**config.mk**
```make
export PLATFORM = sky130hd
export DESIGN_NAME = nrm_sq_lane
export DESIGN_NICKNAME = d
export VERILOG_FILES = /design/src/hw/rtl/vector3_normalize_defines.svh /design/src/hw/rtl/nrm_pkg.sv /design/src/hw/rtl/nrm_sq_lane.sv
export SDC_FILE = /design/constraint.sdc
export NUM_CORES = 2
export LEC_CHECK = 0
export BUFFER_PORTS_ARGS = -buffer_cell sky130_fd_sc_hd__buf_4
export CORE_MARGIN = 10
export CORE_UTILIZATION = 65
export CTS_CLUSTER_DIAMETER = 80
export DETAILED_ROUTE_END_ITERATION = 10
export PLACE_DENSITY = 0.8
export SYNTH_ARGS = -nofsm -noshare
export SYNTH_HDL_FRONTEND = slang
export SYNTH_SLANG_ARGS = --single-unit
```
**constraint.sdc**
```tcl
create_clock -name clk -period 22.2 [get_ports clk]
set_input_delay 0 -clock clk [delete_from_list [all_inputs] [get_ports clk]]
set_output_delay 0 -clock clk [all_outputs]
set_load 0.01 [all_outputs]
```
**src/hw/rtl/vector3_normalize_defines.svh**
```systemverilog
`ifndef VECTOR3_NORMALIZE_DEFINES_SVH
`define VECTOR3_NORMALIZE_DEFINES_SVH
`ifndef SYNTHESIS
`define NRM_ASSERT_IMP(label, a, c) \
  label: assert property (@(posedge clk) disable iff (rst) (a) |-> (c)) \
    else $error("assertion failed");
`define NRM_ASSERT_NEXT(label, a, c) \
  label: assert property (@(posedge clk) disable iff (rst) (a) |=> (c)) \
    else $error("assertion failed");
`else
`define NRM_ASSERT_IMP(label, a, c)
`define NRM_ASSERT_NEXT(label, a, c)
`endif
`endif

```
**src/hw/rtl/nrm_pkg.sv**
```systemverilog
`default_nettype none
package nrm_pkg;
  localparam int COMP_W      = 32;
  localparam int UNIT_W      = 18;
  localparam int LEN_W       = 32;
  localparam int SUM_W       = 64;
  localparam int QUO_W       = 17;
  localparam int FRAC_W      = 16;
  localparam int REM_W       = LEN_W + 3;
  localparam int SQRT_STAGES = LEN_W;
  localparam int DIV_STAGES  = QUO_W;
  localparam int DIV_LAT     = DIV_STAGES + 1;
  localparam int LAT         = 2 + SQRT_STAGES + DIV_LAT;
  typedef logic [COMP_W-1:0] comp_t;
  typedef logic [LEN_W-1:0]  len_t;
  typedef logic [SUM_W-1:0]  sum_t;
  typedef logic [UNIT_W-1:0] unit_t;
endpackage
`default_nettype wire

```
**src/hw/rtl/nrm_sq_lane.sv**
```systemverilog
`default_nettype none
module nrm_sq_lane
  import nrm_pkg::*;
(
  input  wire   clk,
  input  wire   en,
  input  comp_t comp,
  output comp_t mag,
  output logic  neg,
  output sum_t  sq
);
  comp_t mag_next;
  assign mag_next = comp[COMP_W-1] ? (~comp + comp_t'(1)) : comp;

  always_ff @(posedge clk) begin
    if (en) begin
      mag <= mag_next;
      neg <= comp[COMP_W-1];
      sq  <= sum_t'(mag_next) * sum_t'(mag_next);
    end
  end
endmodule
`default_nettype wire

```
==> run metrics <==
die area 58,500 um^2; CTS root buf clkbuf_16; DR WL/cell 23.9 um; die extent in y 242 um; fin nets 4,552; maximum number of pins on one net before global-route repair 66; Mapped Area 32,000 um^2; Final Cycle Share 55.5%; fill count 3,806; most frequent cell after synthesis inv_1; Synth top area share 49.7%; n_diodes 0; Synth area leader fa_1; Post-synth top cells 1,001 x inv_1, 795 x fa_1, 292 x nor2_1, 291 x nand2_1, 281 x ha_1; first-pass GRT wire length 153,000 um; wl on met1 32,600 um; metal3 WL 9520 um; Setup WS pre-CTS 10.38 ns; Antenna Nets Post-Route 0; Crit path top cell by count inv_1; critical path launch point comp[0]; post-CTS sizing 0; syn avg cell area 9.58 um^2; top cells by area, synth fa_1 50%, inv_1 12%, ha_1 11%, edfxtp_1 8.9%, nor2_1 3.4%; Final WS setup 9.87 ns; Req. time, crit path 22.33 ns; postcts setup bufs 0; DR vias/cell 5.74; worst hold slack 0.0744 ns; Core Rows 81; uppermost routed layer met4; clock-pin slew on the worst setup and hold paths 0.08 ns; synth unique cells 66; Seq/Total Area, Yosys 8.91%; type of the worst setup path in2reg; Max Slew Vio Count 0; CP endpoint kind flip-flop; number of buffers created by CTS 9; TritonCTS clock tree built; Worst-Margin Slew 1.25 ns; synthesized flop and latch total 95; initial core utilization 65.6%; initial antenna violation count 0; Die Span X 242 um; GR Util All Layers 34.6%; core footprint 48,800 um^2; Async SR Flop Fraction 0%; arrival time worst endpoint 12.46 ns; clock period minus worst slack 12.33 ns; first-pass detailed-route iteration total 7; I/O pin total 131; via count 23.6k; met2 wire len 47,500 um; Clock Sinks 95; CP max FO 22; CP max-delay cell inv_1; grt ovf 0; f_max 81.1 MHz; CP Capture Point sq[63]; Max Cap Violations 0; status complete, no violations; Area Overhead vs Synth 6.90%; Post-synth EDFFs 95; Yosys Warn Count 0; CTS max path bufs 2; synthesized netlist cell count 3,341; Hold WC Path Type in2reg; number of port buffers 129; Fin. Hold Viols 0; Startpoint Class input port; DP HPWL 78,200 um; Setup-failing EPs final 0; setup TNS 0 ns; # H-tree levels 3; RSZ-0062 raised after global routing no; wirelength, routed 98,300 um; Post-synth top flop edfxtp_1; RePlAce Congestion 1.01; First DRT Iteration DRCs 2,012; layout cells sized above 1 6.56%; slowest cell delay on critical path 0.86 ns; slew margin rel. 16.8%; drt drc 0; number of global-route vias before repair 26.8k
[layer usage]
metal,GRT usage (%),up-vias
li1,-,9929
met1,39.8,11900
met2,57.2,1324
met5,0,-
met4,24.6,0
met3,7.30,429
[critical path, delay by kind of cell]
| family | cells | cell delay [ns] |
|---|---|---|
| compound gates | 6 | 2.49 |
| xor+xnor | 2 | 0.20 |
| fa+ha+maj | 10 | 4.85 |
| buf+inv | 12 | 3.06 |
| simple gates | 6 | 1.81 |
[cell families (layout without fill, tap and decap cells)]
group                    after synthesis  after routing  synth area share (%)
buffers and inverters               1123           1204                  13.3
XOR/XNOR                             113            113                  3.22
AO/OA/AOI/OAI                        243            243                  4.80
other                                  2             27                0.0235
adder cells (fa/ha/maj)             1076           1076                  60.7
AND/OR/NAND/NOR                      688            688                  9.03
flip-flops                            95             95                  8.91
multiplexers                           1              1                0.0352
[flip-flops by register name (all words and copies together), names as in the netlist]
| name | cells |
|---|---|
| sq | 62 |
| neg | 1 |
| mag | 32 |
[how the worst min path moves through the flow]
stage | startpoint | endpoint | cells after the start
global placement | comp[0] | mag[0] | 1
global route | comp[31] | neg | 1
floorplan | comp[0] | mag[0] | 0
finish | comp[31] | neg | 1
detailed placement | comp[0] | mag[0] | 1
CTS | comp[31] | neg | 1
[metrics by stage]
| step | area [um^2] | utilization, % | cells |
|---|---|---|---|
| after floorplan | 32100 | - | 3366 |
| after global placement | 33900 | 69.4 | 4094 |
| after detailed placement | 33900 | 69.4 | 4094 |
| after CTS | 34200 | 70.1 | 4111 |
| after global routing | 34200 | 70.1 | 4111 |
| final | 34200 | 70.1 | 4111 |
[area by class of cell]
cell class / count / area [um^2] / share of cell area, %
clock buffers: 9 / 225 / 0.658
clock inverters: 7 / 76.3 / 0.223
inverters: 1013 / 3800 / 11.1
multi-input cells: 2148 / 25100 / 73.4
flip-flops and latches: 95 / 2850 / 8.33
well taps: 664 / 831 / 2.43
repair buffers: 175 / 1320 / 3.85
[placed cells by master (no fill, tap or decap), types with 6 or more instances in the layout]
cell       Yosys  layout
nand3_1       14      14
and2_1        19      19
xor2_2         1       7
o21a_1         7       7
o21bai_1       9       9
nor2_1       292     292
ha_1         281     281
a211oi_1      10      10
fa_1         795     795
clkbuf_16      0       9
nor2b_1        8       8
o31ai_1        6       6
clkinv_1       6       7
nand4_1       19      19
xor2_1        56      48
buf_4          5     174
o21ai_0       50      50
xnor2_1       53      49
inv_1       1001    1000
nand2_1      291     291
edfxtp_1      95      95
a21o_1        31      31
a21oi_1       82      82
conb_1         2      27
nand2b_1       6       6
inv_2          6       7
a21boi_0       6       6
o41ai_1        9       9
nor3_1         8       8
[repair_timing]
action                                  4_1_cts  5_1_grt
endpoints found under the setup margin        0        0
hold buffers                                  1        0
hold endpoints to repair                      1        0
Power is left out: the tool's default activity adds up to more than one toggle a clock period on the data nets, which glitch-free logic cannot reach.
