==> src/hw/rtl/vector3_normalize_defines.svh <==
`ifndef VECTOR3_NORMALIZE_DEFINES_SVH
`define VECTOR3_NORMALIZE_DEFINES_SVH
`ifndef SYNTHESIS
`define NRM_ASSERT_IMP(label, a, c) \
  label: assert property (@(posedge clk) disable iff (rst) (a) |-> (c)) \
    else $error("assertion failed");
`define NRM_ASSERT_NEXT(label, a, c) \
  label: assert property (@(posedge clk) disable iff (rst) (a) |=> (c)) \
    else $error("assertion failed");
`else
`define NRM_ASSERT_IMP(label, a, c)
`define NRM_ASSERT_NEXT(label, a, c)
`endif
`endif

==> src/hw/rtl/nrm_pkg.sv <==
`default_nettype none
package nrm_pkg;
  localparam int COMP_W      = 32;
  localparam int UNIT_W      = 18;
  localparam int LEN_W       = 32;
  localparam int SUM_W       = 64;
  localparam int QUO_W       = 17;
  localparam int FRAC_W      = 16;
  localparam int REM_W       = LEN_W + 3;
  localparam int SQRT_STAGES = LEN_W;
  localparam int DIV_STAGES  = QUO_W;
  localparam int DIV_LAT     = DIV_STAGES + 1;
  localparam int LAT         = 2 + SQRT_STAGES + DIV_LAT;
  typedef logic [COMP_W-1:0] comp_t;
  typedef logic [LEN_W-1:0]  len_t;
  typedef logic [SUM_W-1:0]  sum_t;
  typedef logic [UNIT_W-1:0] unit_t;
endpackage
`default_nettype wire

==> src/hw/rtl/nrm_div_lane.sv <==
`default_nettype none
module nrm_div_lane
  import nrm_pkg::*;
(
  input  wire   clk,
  input  wire   en,
  input  comp_t mag,
  input  wire   neg,
  input  len_t  len,
  output unit_t unit
);
  logic [LEN_W:0]   rem [1:DIV_STAGES];
  logic [QUO_W-1:0] low [1:DIV_STAGES];
  logic [QUO_W-1:0] quo [1:DIV_STAGES];
  len_t             dvs [1:DIV_STAGES];
  logic             sgn [1:DIV_STAGES];

  for (genvar i = 0; i < DIV_STAGES; i++) begin : g_stage
    logic [LEN_W:0]   rem_in;
    logic [QUO_W-1:0] low_in;
    logic [QUO_W-1:0] quo_in;
    len_t             dvs_in;
    logic             sgn_in;
    logic [LEN_W:0]   sh;
    logic             take;
    if (i == 0) begin : g_first
      assign rem_in = {2'b00, mag[COMP_W-1:1]};
      assign low_in = {mag[0], {FRAC_W{1'b0}}};
      assign quo_in = '0;
      assign dvs_in = len;
      assign sgn_in = neg;
    end else begin : g_mid
      assign rem_in = rem[i];
      assign low_in = low[i];
      assign quo_in = quo[i];
      assign dvs_in = dvs[i];
      assign sgn_in = sgn[i];
    end
    assign sh   = {rem_in[LEN_W-1:0], low_in[QUO_W-1]};
    assign take = sh >= {1'b0, dvs_in};
    always_ff @(posedge clk) begin
      if (en) begin
        rem[i+1] <= take ? (sh - {1'b0, dvs_in}) : sh;
        low[i+1] <= {low_in[QUO_W-2:0], 1'b0};
        quo[i+1] <= {quo_in[QUO_W-2:0], take};
        dvs[i+1] <= dvs_in;
        sgn[i+1] <= sgn_in;
      end
    end
  end

  always_ff @(posedge clk) begin
    if (en) begin
      unit <= sgn[DIV_STAGES] ? (unit_t'(0) - {1'b0, quo[DIV_STAGES]})
                              : {1'b0, quo[DIV_STAGES]};
    end
  end
endmodule
`default_nettype wire

==> config.mk <==
export PLATFORM = sky130hd
export DESIGN_NAME = nrm_div_lane
export DESIGN_NICKNAME = d
export VERILOG_FILES = /design/src/hw/rtl/vector3_normalize_defines.svh /design/src/hw/rtl/nrm_pkg.sv /design/src/hw/rtl/nrm_div_lane.sv
export SDC_FILE = /design/constraint.sdc
export NUM_CORES = 2
export LEC_CHECK = 0
export BUFFER_PORTS_ARGS = -buffer_cell sky130_fd_sc_hd__buf_2
export CAP_MARGIN = 15
export CORE_MARGIN = 2
export CORE_UTILIZATION = 60
export CTS_BUF_LIST = sky130_fd_sc_hd__clkbuf_16
export DETAILED_ROUTE_END_ITERATION = 16
export GPL_TIMING_DRIVEN = 0
export PLACE_DENSITY = 0.74
export SYNTH_ARGS = -nofsm -noshare
export SYNTH_HDL_FRONTEND = slang
export SYNTH_SLANG_ARGS = --single-unit
==> constraint.sdc <==
create_clock -name clk -period 9.9 [get_ports clk]
set_input_delay 0.99 -clock clk [delete_from_list [all_inputs] [get_ports clk]]
set_output_delay 0.99 -clock clk [all_outputs]
set_load 0.03 [all_outputs]
==> results.yml <==
synth:
  ys_seq_area_frac: 0.5061
  synth-compound-area-share: 0.1570
  synth.mux.area_fraction: 0.03608
  synth-xor-area-share: 0.05298
  netlist_area_um2: 71910
  ys_types: 105
  synth_top_family_by_area: "compound AO/OA/AOI/OAI gates"
  synth-async-reset-ratio: 0
  synth_area_per_cell_um2: 10.90
  synth-seq-cells: 1212
  synth_flop_cell: "edfxtp_1"
  syn_inst: 6597
  yosys.area_share.adder: 0.09910
  synth_edf_count: 1212
  yosys_warnings: 0
  yosys.area_share.simple: 0.1003
  postSynthNetCount: 7224
place:
  post-place-cells: 8301
  dp_hpwl_um: 145400
  portBuffers: 84
  post-place-ws_ns: 5.023
  place_area_um2: 74560
  gp_congestion: 0.9399
finish:
  fin_nets: 7453
  drive_gt1_frac: 0.08829
  final_common_cell: "edfxtp_1"
  fin_cells: 8547
  final_core_util: 0.6613
  layout_common_cells: "edfxtp_1, inv_1, a21oi_1"
  synthToLayoutAreaGrowth_pct: 9.738
  stdcell_area_um2: 78920
route:
  wl_um: 186600
  vias: 50870
  antenna_left: 0
  wl_per_cell_um: 21.83
  via_per_inst: 5.951
  drc: 0
  drt_first_iter_violations: 4811
  drtPass1Iterations: 6
floorplanning:
  ioPinCount: 85
  initial_core_util: 0.6026
  die_w_um: 350.2
  die_h_um: 350.2
  rows: 127
  fp.dieArea_um2: 122600
  core_area_um2: 119300
sta:
  worstMarginPinSlew_ns: 1.077
  slew_violations: 0
  finalHoldViolCount: 0
  setup_slack_ns: 5.363
  rsz0062_at_grt: "false"
  finalSetupViolCount: 0
  fin_crit_sh: 0.4583
  finalClockSkew_ns: 0.03214
  setup_tns_ns: 0
  period_minus_slack_ns: 4.537
  slew_headroom: 0.2822
  max_clock_freq_mhz: 220.4
clock_tree:
  worstSkewPairLatency_ns: 0.77
  ctsResizeCount: 0
  root_buffer: "clkbuf_16"
  cts_max_path_buffers: 3
  cts_hold_buf: 0
  cts_sinks: 1212
  numCtsBuffers: 135
  clk_pin_slew_worst_paths_ns: 0.06
  cts_setup_buffers: 0
  htreeDepth: 4
  cts_tree: "yes"
setup_path:
  cp-end-kind: "register"
  path_class: "register to register"
  required_ns: 10.27
  startpoint_type: "register"
  cp_data_arrival_time_ns: 4.90
  critPathMaxFanout: 10
  r2r_setup_slack_ns: 5.36
pwr:
  p_sw_mw: 10.62
  internal-power_mw: 15.95
  p_leak_nw: 32.66
  seq_power_share: 0.326
  comb_power_share: 0.488
  ir_worst_vdd_v: 0.0001947
  p_sw_frac: 0.3998
  powerDensity_nw_per_um2: 336.7
  p_clk_frac: 0.186
grt:
  grt.total_usage: 0.3023
  grt_pass1_wl_um: 282000
  antenna_found_initial: 7
  grt_max_degree: 177
  grt_pass1_vias: 48780
  grt.overflow.total: 0
outcome:
  outcome: "finished, final reports clean"
flow_run:
  cap_violations: 0
min_path:
  hold_class: "primary input to register"
## per-stage QoR
stage	power (mW)	hold slack, ns
4_1_cts	26.52	0.3615
2_1_floorplan	17.72	0.4003
6_report	26.57	0.4036
5_1_grt	28.20	0.3769
3_5_place_dp	21.46	0.4045
3_3_place_gp	21.49	0.4004
## cell type report
cell class | count | area, um2
timing repair buffer | 92 | 633.1
clock inverter | 106 | 917.1
multi-input combinational | 4509 | 32040
buffer | 178 | 854.6
tap | 1612 | 2017
sequential | 1212 | 36390
clock buffer | 137 | 3428
antenna | 3 | 7.507
inverter | 698 | 2625
fill | 9320 | 40420
## flip-flops by register name, summed over array words and instances, names as in the netlist
name and flops:
dvs 512, rem 512, unit 18, sgn 17, quo 153
## final timing paths
check                                 start     endpoint  cells after the start
worst max-delay path             dvs[3][42]    rem[4][6]                     12
worst max register to register   dvs[3][42]    rem[4][6]                     12
worst min register to register  quo[0][264]  quo[0][282]                      0
worst min-delay path                    neg    sgn[0][1]                      1
## synthesized netlist by cell type, drive strengths merged (31+ instances only)
cell type | n | area [um2]
o21a | 76 | 570.6
edfxtp | 1212 | 36390
nand2 | 422 | 1584
a21o | 274 | 2057
inv | 698 | 2625
nor2 | 435 | 1633
xnor2 | 270 | 2365
o21bai | 66 | 499.2
o21ai | 413 | 2086
nor3 | 95 | 508.0
nor2b | 86 | 538.0
buf | 63 | 422.9
ha | 544 | 6807
clkbuf | 115 | 431.7
a211oi | 52 | 415.4
nand3 | 105 | 525.5
mux2 | 209 | 2425
o211ai | 31 | 237.7
a31oi | 59 | 439.2
and3 | 42 | 262.8
a21oi | 569 | 2855
o31ai | 51 | 421.7
nand2b | 76 | 478.0
xor2 | 165 | 1445
nand4 | 107 | 669.4
## worst max-delay path: stages (launching register included)
cell       delay, ns
edfxtp_1        0.43
inv_1           0.07
ha_1            0.35
and3_1          0.23
a221oi_1        0.47
o21a_1          0.26
nand2_1         0.07
a21oi_1         0.30
o2111ai_1       0.19
and4_1          0.26
o31ai_4         0.45
clkbuf_1        0.58
o21ai_0         0.49
## per-layer routing
layer  up-vias  track usage  wire length, um
met3       352      0.05408            12730
met5         -            0                0
met2      1637       0.4886            86820
met4         0       0.1239             7693
met1     24330       0.4043            79380
li1      24550            -                -
## logic make-up (layout without fill, tap and decap cells)
| logic type | count (synthesis) | count (layout) |
|---|---|---|
| buf+inv | 876 | 1211 |
| flops | 1212 | 1212 |
| xor+xnor | 435 | 435 |
| other cells | 0 | 3 |
| compound gates | 1775 | 1775 |
| mux | 226 | 226 |
| fa+ha+maj | 560 | 560 |
| simple gates | 1513 | 1513 |
## power groups by stage
stage / Combinational, mW / Clock [mW] / Sequential (mW)
final: 13.0 / 4.94 / 8.67
after global routing: 14.2 / 5.23 / 8.76
after CTS: 12.8 / 5.04 / 8.66
after detailed placement: 12.7 / 0 / 8.74
after global placement: 12.6 / 0 / 8.91
after floorplan: 9.51 / 0 / 8.20
Note: power is estimated with default switching activity, not from simulation.
